[src/rtl/gmop_pkg.sv]
`timescale 1ns / 1ps

package gmop_pkg;

    // Query vertices the stores hold; masks are 32 bits, so at most 32 take part in a plan.
    localparam int MAX_QUERY_VERTICES = 32;
    localparam int VLIM   = (MAX_QUERY_VERTICES < 32) ? MAX_QUERY_VERTICES : 32;
    localparam int ADDR_W = $clog2(MAX_QUERY_VERTICES);
    localparam int VW     = 5;     // vertex number width
    localparam int CW     = 6;     // vertex count width
    localparam int DW     = 32;    // candidate count and mask width
    localparam int DEG_W  = 6;     // popcount of a 32-bit mask

    localparam logic CMD_LOAD = 1'b0;
    localparam logic CMD_PLAN = 1'b1;

    typedef enum logic [0:0] {
        REG_VERTEX_COUNT      = 1'b0,
        REG_DATA_VERTEX_COUNT = 1'b1
    } reg_index_t;

endpackage

[src/rtl/gmop_ram.sv]
`timescale 1ns / 1ps

module gmop_ram #(
    parameter int WIDTH = 32,
    parameter int DEPTH = 32
) (
    input  logic                     clk,
    input  logic                     we,
    input  logic [$clog2(DEPTH)-1:0] waddr,
    input  logic [WIDTH-1:0]         wdata,
    input  logic [$clog2(DEPTH)-1:0] raddr,
    output logic [WIDTH-1:0]         rdata
);

    logic [WIDTH-1:0] mem_reg [DEPTH];
    logic [WIDTH-1:0] rdata_reg;

    always_ff @(posedge clk)
    begin
        if (we)
        begin
            mem_reg[waddr] <= wdata;
        end
        rdata_reg <= mem_reg[raddr];
    end

    assign rdata = rdata_reg;

endmodule

[src/rtl/greedy_match_order_planner_core.sv]
`timescale 1ns / 1ps

// Greedy matching-order planner. A load request (cmd=0) writes one query vertex's candidate
// count and neighbor mask and never raises busy, so loads can stream one per clock while the
// planner is idle. A plan request (cmd=1) raises busy until the last result has been issued.
// Each position scans the vertex store through its single read port and commits the winner;
// after the first position it then searches the earlier positions in order for the pivot
// (order store read, then vertex store read, then test) until one is linked or none remain, and then issues
// the result. Once the query proves disconnected the remaining positions come out one per
// cycle. Results appear on result_valid for exactly one cycle each and cannot be held off.
// Configuration must only be written while idle.
module greedy_match_order_planner_core (
    input  logic                         clk,
    input  logic                         rst_n,
    input  logic                         start,
    output logic                         busy,
    input  logic                         cmd,
    input  logic [gmop_pkg::VW-1:0]      vertex_index,
    input  logic [gmop_pkg::DW-1:0]      candidate_count,
    input  logic [gmop_pkg::DW-1:0]      neighbor_mask,
    input  logic                         cfg_write_en,
    input  logic [0:0]                   cfg_index,
    input  logic [gmop_pkg::DW-1:0]      cfg_data,
    output logic                         result_valid,
    output logic [gmop_pkg::VW-1:0]      position,
    output logic [gmop_pkg::VW-1:0]      order_vertex,
    output logic [gmop_pkg::VW-1:0]      pivot_node,
    output logic                         pivot_found,
    output logic                         disconnected,
    output logic                         last
);

    import gmop_pkg::*;

    typedef enum logic [2:0] {
        ST_IDLE,
        ST_SCAN,
        ST_SCAN_END,
        ST_COMMIT,
        ST_PIV_ORD,
        ST_PIV_ADJ,
        ST_PIV_TEST,
        ST_EMIT
    } state_t;

    function automatic logic [DEG_W-1:0] pop32(input logic [DW-1:0] x);
        logic [1:0] l1 [16];
        logic [2:0] l2 [8];
        logic [3:0] l3 [4];
        logic [4:0] l4 [2];
        for (int k = 0; k < 16; k++) l1[k] = {1'b0, x[2*k]} + {1'b0, x[2*k+1]};
        for (int k = 0; k < 8; k++)  l2[k] = {1'b0, l1[2*k]} + {1'b0, l1[2*k+1]};
        for (int k = 0; k < 4; k++)  l3[k] = {1'b0, l2[2*k]} + {1'b0, l2[2*k+1]};
        for (int k = 0; k < 2; k++)  l4[k] = {1'b0, l3[2*k]} + {1'b0, l3[2*k+1]};
        return {1'b0, l4[0]} + {1'b0, l4[1]};
    endfunction

    state_t            state_reg;
    logic              failed_reg;
    logic [CW-1:0]     vcount_reg;
    logic [DW-1:0]     dvc_reg;
    logic [CW-1:0]     n_reg;
    logic [DW-1:0]     m_reg;
    logic [DW-1:0]     visited_reg;
    logic [DW-1:0]     frontier_reg;
    logic [VW-1:0]     pos_reg;
    logic [CW-1:0]     v_reg;
    logic [VW-1:0]     j_reg;
    logic [VW-1:0]     u_reg;
    logic              rd_vld_reg;
    logic [VW-1:0]     rd_idx_reg;
    logic              have_reg;
    logic [VW-1:0]     best_v_reg;
    logic [DW-1:0]     best_cand_reg;
    logic [DEG_W-1:0]  best_deg_reg;
    logic [DW-1:0]     best_adj_reg;
    logic [VW-1:0]     piv_v_reg;
    logic              piv_found_reg;

    logic              result_valid_reg;
    logic [VW-1:0]     position_reg;
    logic [VW-1:0]     order_vertex_reg;
    logic [VW-1:0]     pivot_node_reg;
    logic              pivot_found_reg;
    logic              disconnected_reg;
    logic              last_reg;

    logic              load_we;
    logic [ADDR_W-1:0] vram_raddr;
    logic [2*DW-1:0]   vram_rdata;
    logic              oram_we;
    logic [VW-1:0]     oram_rdata;

    logic [DW-1:0]     cand_v;
    logic [DW-1:0]     adj_v;
    logic [DEG_W-1:0]  deg_v;
    logic              eligible;
    logic              better;
    logic              take;
    logic              linked;
    logic              is_last;
    logic [CW-1:0]     n_sat;
    logic [DW-1:0]     m_sat;

    assign load_we = start && !busy && (cmd == CMD_LOAD)
                     && (int'(vertex_index) < MAX_QUERY_VERTICES);

    always_comb
    begin
        vram_raddr = ADDR_W'(v_reg[VW-1:0]);
        if (state_reg == ST_PIV_ADJ)
        begin
            vram_raddr = ADDR_W'(oram_rdata);
        end
    end

    gmop_ram #(
        .WIDTH(2 * DW),
        .DEPTH(MAX_QUERY_VERTICES)
    ) u_vertex_ram (
        .clk  (clk),
        .we   (load_we),
        .waddr(ADDR_W'(vertex_index)),
        .wdata({neighbor_mask, candidate_count}),
        .raddr(vram_raddr),
        .rdata(vram_rdata)
    );

    assign oram_we = (state_reg == ST_COMMIT) && have_reg;

    gmop_ram #(
        .WIDTH(VW),
        .DEPTH(VLIM)
    ) u_order_ram (
        .clk  (clk),
        .we   (oram_we),
        .waddr($clog2(VLIM)'(pos_reg)),
        .wdata(best_v_reg),
        .raddr($clog2(VLIM)'(j_reg)),
        .rdata(oram_rdata)
    );

    // Effective vertex count saturated into 2..VLIM, and its bit mask.
    always_comb
    begin
        n_sat = vcount_reg;
        if (vcount_reg < CW'(2))
        begin
            n_sat = CW'(2);
        end
        else if (int'(vcount_reg) > VLIM)
        begin
            n_sat = CW'(VLIM);
        end
        m_sat = DW'((33'(1) << n_sat) - 33'(1));
    end

    assign cand_v   = vram_rdata[DW-1:0];
    assign adj_v    = vram_rdata[2*DW-1:DW] & m_reg;
    assign deg_v    = pop32(adj_v);
    // Start vertex is chosen among all vertices, later ones from the unvisited frontier within the data vertex count.
    assign eligible = (pos_reg == '0)
                      || (frontier_reg[rd_idx_reg] && !visited_reg[rd_idx_reg]
                          && (cand_v <= dvc_reg));
    assign better   = (cand_v < best_cand_reg)
                      || ((cand_v == best_cand_reg) && (deg_v > best_deg_reg));
    assign take     = rd_vld_reg && eligible && (!have_reg || better);
    assign linked   = best_adj_reg[u_reg] || adj_v[best_v_reg];
    assign is_last  = ({1'b0, pos_reg} == (n_reg - CW'(1)));

    always_ff @(posedge clk or negedge rst_n)
    begin
        if (!rst_n)
        begin
            state_reg        <= ST_IDLE;
            failed_reg       <= 1'b0;
            vcount_reg       <= CW'(2);
            dvc_reg          <= '1;
            visited_reg      <= '0;
            frontier_reg     <= '0;
            have_reg         <= 1'b0;
            rd_vld_reg       <= 1'b0;
            result_valid_reg <= 1'b0;
        end
        else
        begin
            result_valid_reg <= 1'b0;
            rd_vld_reg       <= 1'b0;

            if (cfg_write_en)
            begin
                unique case (reg_index_t'(cfg_index))
                    REG_VERTEX_COUNT:      vcount_reg <= cfg_data[CW-1:0];
                    REG_DATA_VERTEX_COUNT: dvc_reg    <= cfg_data;
                    default: ;
                endcase
            end

            if (take)
            begin
                have_reg      <= 1'b1;
                best_v_reg    <= rd_idx_reg;
                best_cand_reg <= cand_v;
                best_deg_reg  <= deg_v;
                best_adj_reg  <= adj_v;
            end

            unique case (state_reg)
                ST_IDLE:
                begin
                    if (start && (cmd == CMD_PLAN))
                    begin
                        n_reg        <= n_sat;
                        m_reg        <= m_sat;
                        visited_reg  <= '0;
                        frontier_reg <= '0;
                        pos_reg      <= '0;
                        v_reg        <= '0;
                        have_reg     <= 1'b0;
                        failed_reg   <= 1'b0;
                        state_reg    <= ST_SCAN;
                    end
                end
                ST_SCAN:
                begin
                    rd_vld_reg <= 1'b1;
                    rd_idx_reg <= v_reg[VW-1:0];
                    if (v_reg == n_reg - CW'(1))
                    begin
                        state_reg <= ST_SCAN_END;
                    end
                    else
                    begin
                        v_reg <= v_reg + CW'(1);
                    end
                end
                ST_SCAN_END:
                begin
                    state_reg <= ST_COMMIT;
                end
                ST_COMMIT:
                begin
                    if (!have_reg)
                    begin
                        failed_reg <= 1'b1;
                        state_reg  <= ST_EMIT;
                    end
                    else
                    begin
                        visited_reg   <= visited_reg | (DW'(1) << best_v_reg);
                        frontier_reg  <= frontier_reg | best_adj_reg;
                        piv_v_reg     <= '0;
                        piv_found_reg <= 1'b0;
                        j_reg         <= '0;
                        state_reg     <= (pos_reg == '0) ? ST_EMIT : ST_PIV_ORD;
                    end
                end
                ST_PIV_ORD:
                begin
                    state_reg <= ST_PIV_ADJ;
                end
                ST_PIV_ADJ:
                begin
                    u_reg     <= oram_rdata;
                    state_reg <= ST_PIV_TEST;
                end
                ST_PIV_TEST:
                begin
                    if (linked)
                    begin
                        piv_v_reg     <= u_reg;
                        piv_found_reg <= 1'b1;
                        state_reg     <= ST_EMIT;
                    end
                    else if ((CW'(j_reg) + CW'(1)) == CW'(pos_reg))
                    begin
                        state_reg <= ST_EMIT;
                    end
                    else
                    begin
                        j_reg     <= j_reg + VW'(1);
                        state_reg <= ST_PIV_ORD;
                    end
                end
                ST_EMIT:
                begin
                    // After a disconnect every remaining position issues here, one per cycle.
                    result_valid_reg <= 1'b1;
                    position_reg     <= pos_reg;
                    last_reg         <= is_last;
                    disconnected_reg <= failed_reg;
                    order_vertex_reg <= failed_reg ? '0 : best_v_reg;
                    pivot_node_reg   <= failed_reg ? '0 : piv_v_reg;
                    pivot_found_reg  <= failed_reg ? 1'b0 : piv_found_reg;
                    if (is_last)
                    begin
                        state_reg <= ST_IDLE;
                    end
                    else
                    begin
                        pos_reg  <= pos_reg + VW'(1);
                        v_reg    <= '0;
                        have_reg <= 1'b0;
                        if (!failed_reg)
                        begin
                            state_reg <= ST_SCAN;
                        end
                    end
                end
                default:
                begin
                    state_reg <= ST_IDLE;
                end
            endcase
        end
    end

    assign busy         = (state_reg != ST_IDLE);
    assign result_valid = result_valid_reg;
    assign position     = position_reg;
    assign order_vertex = order_vertex_reg;
    assign pivot_node   = pivot_node_reg;
    assign pivot_found  = pivot_found_reg;
    assign disconnected = disconnected_reg;
    assign last         = last_reg;

    a_last_then_idle: assert property (@(posedge clk) disable iff (!rst_n)
        result_valid && last |-> !busy)
        else $error("busy still high after the final result");

    a_first_no_pivot: assert property (@(posedge clk) disable iff (!rst_n)
        result_valid && (position == '0) |-> !pivot_found)
        else $error("pivot reported at position 0");

    a_disc_streams: assert property (@(posedge clk) disable iff (!rst_n)
        result_valid && disconnected && !last |=> result_valid && disconnected)
        else $error("disconnected tail did not continue");

    a_plan_busy: assert property (@(posedge clk) disable iff (!rst_n)
        start && !busy && (cmd == CMD_PLAN) |=> busy && !result_valid)
        else $error("plan request did not start the sequencer");

endmodule

[config.mk]
export PLATFORM = sky130hd
export DESIGN_NAME = greedy_match_order_planner_core
export DESIGN_NICKNAME = d
export VERILOG_FILES = /design/src/rtl/gmop_pkg.sv /design/src/rtl/gmop_ram.sv /design/src/rtl/greedy_match_order_planner_core.sv
export SDC_FILE = /design/constraint.sdc
export NUM_CORES = 2
export LEC_CHECK = 0
export BUFFER_PORTS_ARGS = -buffer_cell sky130_fd_sc_hd__buf_2
export CAP_MARGIN = 10
export CORE_AREA = 2 2 580 698
export DETAILED_ROUTE_END_ITERATION = 8
export DIE_AREA = 0 0 582 700
export GPL_ROUTABILITY_DRIVEN = 0
export PLACE_DENSITY = 0.36
export SLEW_MARGIN = 20
export SYNTH_ARGS = -nofsm -noshare
export SYNTH_HDL_FRONTEND = slang
export SYNTH_SLANG_ARGS = --single-unit
[constraint.sdc]
create_clock -name clk -period 14.9 [get_ports clk]
set_clock_uncertainty 0.1 [all_clocks]
set_input_delay 0.745 -clock clk [delete_from_list [all_inputs] [get_ports clk]]
set_output_delay 0.745 -clock clk [all_outputs]
set_load 0.02 [all_outputs]
* After elaboration in Yosys (flattened, before gate mapping)
Memory sizes are Yosys's and may differ from the RTL's. A register that Yosys moved wholly into a read port is not among the register bits. Index checks and enable logic that the tools add are counted.
Cells by class: $add $sub $neg 37, magnitude comparators 8, eq/ne operators 21, shifts and indexed selects 2, multiplexer cells 54, bitwise logic cells 5, reduce and logical (&&, ||, !) cells 37
Operators with widths (count):
- $pmux W32 S2 | 2
- $mux W32 | 3
- $or A32 B32 Y32 | 2
- $mux W5 | 7
- $add A1 B1 Y2 | 16
- $and A32 B32 Y32 | 1
- $eq A32 B32 Y1 | 1
- $le A32 B32 Y1 | 1
- $lt A32 B32 Y1 | 1
- $shl A1 B5 Y32 const A | 1
- $shl A1 B6 Y32 const A | 1
- $sub A32 B2 Y32 const B | 1
- $mux W6 | 5
- $pmux W5 S2 | 3
- $add A2 B2 Y3 | 8
- $pmux W3 S8 | 1
- $bmux W1 S5 | 4
- $lt A5 B6 Y1 const B | 3
- $ne A2 B2 Y1 const B | 9
- $pmux W6 S3 | 1
- $mux W1 | 17
- $add A3 B3 Y4 | 4
- $eq A3 B3 Y1 const B | 4
- $mux W3 | 4
- 29 further kinds | 64
Word-level totals: register bits 272, bits in writable memories 2208, input bits 107, output and inout bits 20, word-level logic and storage cells 194, memories 2
Memories:
- u_vertex_ram.mem_reg | depth 32, bits a word 64, rd ports 1, clocked after memory_dff 1, write ports 1, RTL line gmop_ram.sv:15 | logic [WIDTH-1:0] mem_reg [DEPTH];
- u_order_ram.mem_reg | depth 32, bits a word 5, rd ports 1, clocked after memory_dff 1, write ports 1, RTL line gmop_ram.sv:15

* Logic depth before layout (Yosys ltp)
word-level depth 14, depth in mapped cells 23, gate-level depth less buffers 23

* Cells and area by module
A second synthesis with hierarchy kept.
Second synthesis, totals: cells, all modules 4603, area, all modules 99533.0 um2
Modules (own cells, without submodules):
- gmop_ram (u_vertex_ram) | times used 1, cells each 3097, area an instance 78964.5 um2, sequential area each 62780.2 um2
- greedy_match_order_planner_core | times used 1, cells each 1229, area an instance 14223.6 um2, sequential area each 7663.6 um2
- gmop_ram (u_order_ram) | times used 1, cells each 277, area an instance 6344.8 um2, sequential area each 4904.7 um2

* Worst setup path before layout
OpenSTA, ideal clock, no wires.
path type reg-to-reg, start point register m_reg[1], end point register best_adj_reg[0] (enable), library setup time 0.620 ns, arrival 10.814 ns, data required time 14.180 ns, setup slack 3.366 ns, cell stages (with the launch flop) 22, buffers on the path 0, period minus slack after synthesis 11.534 ns, path through edfxtp_1 and2_1 fa_1 inv_1 fa_1 fa_1 fa_1 fa_1 inv_1 fa_1 ha_1 fa_1 a21o_1 a21oi_1 xnor2_1 ha_1 nand4_1 nor2_1 a211oi_1 o31ai_1 a21oi_1 a211oi_1
On the way: word-level cells in the longest chain between the ends 12
Ends and longest elaborated chain:
- start, declared | RTL line greedy_match_order_planner_core.sv:63 | logic [DW-1:0] m_reg;
- start signal, assigned | RTL line greedy_match_order_planner_core.sv:214 | m_reg <= m_sat;
- $and A32 B32 Y32 | RTL line greedy_match_order_planner_core.sv:159 | assign adj_v = vram_rdata[2*DW-1:DW] & m_reg;
- via adj_v[1] | RTL line greedy_match_order_planner_core.sv:95 | logic [DW-1:0] adj_v;
- $add A1 B1 Y2 | RTL line greedy_match_order_planner_core.sv:51 | for (int k = 0; k < 16; k++) l1[k] = {1'b0, x[2*k]} + {1'b0, x[2*k+1]};
- $add A2 B2 Y3 | RTL line greedy_match_order_planner_core.sv:52 | for (int k = 0; k < 8; k++) l2[k] = {1'b0, l1[2*k]} + {1'b0, l1[2*k+1]};
- $add A3 B3 Y4 | RTL line greedy_match_order_planner_core.sv:53 | for (int k = 0; k < 4; k++) l3[k] = {1'b0, l2[2*k]} + {1'b0, l2[2*k+1]};
- $add A4 B4 Y5 | RTL line greedy_match_order_planner_core.sv:54 | for (int k = 0; k < 2; k++) l4[k] = {1'b0, l3[2*k]} + {1'b0, l3[2*k+1]};
- $add A5 B5 Y6 | RTL line greedy_match_order_planner_core.sv:55 | return {1'b0, l4[0]} + {1'b0, l4[1]};
- via deg_v[4] | RTL line greedy_match_order_planner_core.sv:96 | logic [DEG_W-1:0] deg_v;
- $gt A6 B6 Y1 | RTL line greedy_match_order_planner_core.sv:166 | || ((cand_v == best_cand_reg) && (deg_v > best_deg_reg));
- $logic_and A1 B1 Y1 | RTL line greedy_match_order_planner_core.sv:166
- $logic_or A1 B1 Y1 | RTL line greedy_match_order_planner_core.sv:166
- $logic_or A1 B1 Y1 | RTL line greedy_match_order_planner_core.sv:167 | assign take = rd_vld_reg && eligible && (!have_reg || better);
- $logic_and A1 B1 Y1 | RTL line greedy_match_order_planner_core.sv:167
- $reduce_and A2 Y1 (no source line)
- end signal, assigned | RTL line greedy_match_order_planner_core.sv:205 | best_adj_reg <= adj_v;
- end, declared | RTL line greedy_match_order_planner_core.sv:76 | logic [DW-1:0] best_adj_reg;
The timed path passes the listed nets, and every way through them passes these cells. A chain may end at the register's enable or synchronous reset.

* Worst setup path in the final report
start point register m_reg[23], end point register best_cand_reg[13] (enable)
On the way: word-level cells in the longest chain between the ends 12
Ends and longest elaborated chain:
- $and A32 B32 Y32 | RTL line greedy_match_order_planner_core.sv:159
- $add A1 B1 Y2 | RTL line greedy_match_order_planner_core.sv:51
- $add A2 B2 Y3 | RTL line greedy_match_order_planner_core.sv:52
- $add A3 B3 Y4 | RTL line greedy_match_order_planner_core.sv:53
- $add A4 B4 Y5 | RTL line greedy_match_order_planner_core.sv:54
- $add A5 B5 Y6 | RTL line greedy_match_order_planner_core.sv:55
- via deg_v[4] | RTL line greedy_match_order_planner_core.sv:96
- $gt A6 B6 Y1 | RTL line greedy_match_order_planner_core.sv:166
- $logic_and A1 B1 Y1 | RTL line greedy_match_order_planner_core.sv:166
- $logic_or A1 B1 Y1 | RTL line greedy_match_order_planner_core.sv:166
- $logic_or A1 B1 Y1 | RTL line greedy_match_order_planner_core.sv:167
- $logic_and A1 B1 Y1 | RTL line greedy_match_order_planner_core.sv:167
- $reduce_and A2 Y1 (no source line)
- end signal, assigned | RTL line greedy_match_order_planner_core.sv:203 | best_cand_reg <= cand_v;
- end, declared | RTL line greedy_match_order_planner_core.sv:74 | logic [DW-1:0] best_cand_reg;
The timed path passes the listed nets, and every way through them passes these cells.

==> results_dict.tcl <==
set metrics [dict create \
    status "finished, final reports clean" \
    hold_class "in2reg" \
    synthCells 5091 \
    critPathKind "reg2reg" \
    die_h_um 700 \
    relSlewSlack 0.219 \
    wl_met2_mm 160 \
    cts_buffers 297 \
    grt_usage 0.158 \
    critPathMostFrequentCell "fa_1" \
    detail_route.first_pass.iterations 7 \
    rows 255 \
    drcViolationCount 0 \
    dieArea_um2 407000 \
    vdd.ir_drop.worst_mv 0.318 \
    fin_setup_tns_ns 0 \
    critical-path-max-stage-delay_ns 0.61 \
    worstMarginPinSlew_ns 1.16 \
    critical_path.startpoint_type "flop" \
    synthTopCellsByArea "edfxtp_1 (71%), mux4_2 (13%), dfrtp_1 (1.9%)" \
    n_fill_cell 39200 \
    synth_edf_count 2371 \
    async_flop_share 0.0428 \
    hold_violations 0 \
    ys.flop_type "edfxtp_1" \
    final_max_slew_viol_count 0 \
    rsz0062_at_grt "no" \
    wl_per_cell_um 29.7 \
    maxCapViolCount 0 \
    period_needed_ns 7.59 \
    leakagePower_uw 0.0380 \
    area_growth_pct 17.7 \
    cp-end-kind "flop" \
    post_cts_buffers 0 \
    grt_max_degree 84 \
    ant_nets 0 \
    cts_sinks 2549 \
    clk_path_buf_depth 4 \
    die_w_um 582 \
    routed_via_density 4.59 \
    seq_area_frac_synth 0.755 \
    grt_overflow 0 \
    fmax_mhz 132 \
    place_inst 10400 \
    worst_path_max_delay_cell "buf_4" \
    grt_first_pass_wirelength_mm 450 \
    synth_top_area_frac 0.714 \
    antenna_found_initial 49 \
    clkTransAtPathRegs_ns 0.07 \
    core_area_um2 400000 \
    setup_viol 0 \
    wl_met1_mm 145 \
    postLayoutSetupSlackWorst_ns 7.31 \
    yosysUniqueCellTypes 68 \
    wl_mm 326 \
    insertion_delay_ns 0.96 \
    clockRootBuffer "clkbuf_16" \
    io_buffers 126 \
    drt_iter0_drc 3965 \
    wl_met3_mm 13.0 \
    r2r_slack_ns 7.31 \
    num_io_pins 127 \
    yosys_warnings 0 \
    drive_gt1_frac 0.244 \
    cts_tree "built" \
    initial_core_util 0.249 \
    yosys.area.top_type "edfxtp_1" \
    largest_reg_flops 2048 \
    syn-cell-area_um2 99800 \
    pre_cts_ws_ns 7.30 \
    ys_seq_elements 2549 \
    cp_max_fo 38 \
    worstPathRequired_ns 15.35 \
    synth_area_per_cell_um2 19.6 \
    powerDensity_nw_per_um2 188 \
    grt_pass1_vias 53300 \
    finalPower_uw 22100 \
    crit_chain "nand2_1 -> fa_1 -> fa_1 -> inv_1 -> fa_1 -> inv_1 -> fa_1 -> fa_1 -> inv_1 -> fa_1 -> ha_1 -> fa_1 -> a21o_1 -> a21oi_1 -> xnor2_1 -> ha_1 -> nand4_1 -> nor2_1 -> a211oi_1 -> o31ai_1 -> a21oi_1 -> a211oi_4 -> buf_4 -> buf_4" \
    fin_crit_sh 0.509 \
    h-tree-depth 5 \
    maxUsedRoutingLayer "met5" \
    crit_family "adder cells" \
    layout.cells.non_filler 10900 \
    nets 5643 \
    dpl.hpwl_mm 179 \
    cp.buffers_inverters 5 \
    num_vias 50300 \
    arrival_ns 8.04 \
]
==> through the flow <==
stage                     hold slack (ns)  instance area (um^2)   util
after floorplan                     0.308                 99800      -
after global placement              0.368                107000  0.268
after detailed placement            0.376                107000  0.268
after CTS                          0.0347                117000  0.293
after global routing                0.107                117000  0.293
final                               0.135                117000  0.293
==> layout by cell type (no fill, tap or decap), drive strengths merged, types with 24 or more instances in the layout <==
| cell type | synthesis | routed |
|---|---|---|
| dfxtp | 69 | 69 |
| clkbuf | 140 | 389 |
| inv | 152 | 164 |
| mux4 | 567 | 567 |
| dlygate4sd3 | 0 | 30 |
| ha | 85 | 85 |
| nor2 | 184 | 184 |
| and2 | 28 | 28 |
| o21ai | 40 | 40 |
| and3 | 36 | 36 |
| o221ai | 33 | 33 |
| dfstp | 33 | 33 |
| bufinv | 0 | 30 |
| clkinv | 1 | 104 |
| mux2i | 114 | 114 |
| dfrtp | 76 | 76 |
| a21oi | 165 | 165 |
| mux2 | 49 | 49 |
| edfxtp | 2371 | 2371 |
| fa | 24 | 24 |
| nand3 | 89 | 89 |
| buf | 112 | 257 |
| a32oi | 30 | 30 |
| nand2 | 444 | 444 |
==> final timing paths <==
kind / from / end / depth (start not counted)
min in group asynchronous: rst_n / result_valid / 2
max: m_reg[23] / best_cand_reg[13] / 24
max in group asynchronous: rst_n / vcount_reg[3] / 3
min reg2reg: frontier_reg[31] / frontier_reg[31] / 2
min: cmd / state_reg[0] / 3
max reg2reg: m_reg[23] / best_cand_reg[13] / 24
==> cell usage after synthesis, types with 19 or more instances <==
cell         n
dfrtp_1     76
buf_1       35
dfxtp_1     69
and2_1      28
and3_1      36
clkbuf_1   139
mux2i_1    113
mux4_2     567
fa_1        24
dfstp_2     33
nand2_1    444
buf_4       41
a32oi_1     30
nand3_1     89
edfxtp_1  2371
a21oi_1    165
o21ai_0     40
nor3_1      19
ha_1        85
buf_2       23
inv_1      152
mux2_2      48
nor2_1     184
o221ai_1    33
==> power breakdown <==
group | switching, uW | total (uW) | internal [uW]
logic | 3710 | 6230 | 2520
clock network | 3050 | 7390 | 4340
registers | 280 | 8490 | 8210
total | 7040 | 22100 | 15100
==> cell type report <==
class	count	area [um^2]	area share
antenna	14	35.0	0.000298
timing repair buffer	287	2090	0.0178
clock buffer	389	8010	0.0683
clock inverter	149	1760	0.0150
inverter	153	574	0.00489
tap	5268	6590	0.0561
sequential	2549	75300	0.642
multi-input combinational	2139	23000	0.196
==> layer usage <==
metal	vias to the layer above	track usage
li1	21100	-
met1	27600	0.214
met2	1096	0.267
met3	420	0.0208
met4	14	0.0352
met5	-	0
==> kinds of logic (layout without fill, tap and decap cells) <==
family          after synthesis  after routing  share of synthesized area
simple gates                890            890                     0.0394
other cells                   1             17                  0.0000376
flops                      2549           2549                      0.755
fa+ha+maj                   109            109                     0.0155
compound gates              374            374                     0.0238
xor+xnor                     33             33                    0.00290
buf+inv                     405            978                     0.0181
mux                         730            730                      0.145
==> what timing repair did <==
action                     CTS  global route
hold endpoints to repair    84             0
gates resized for setup      0             0
setup endpoints to repair    0             0
hold buffers                30             0
==> worst min-delay path: stages <==
cell and delay (ns):
buf_2 0.15, a21oi_1 0.17, a31oi_1 0.06
No activity file was read; power rests on OpenSTA's default activity.
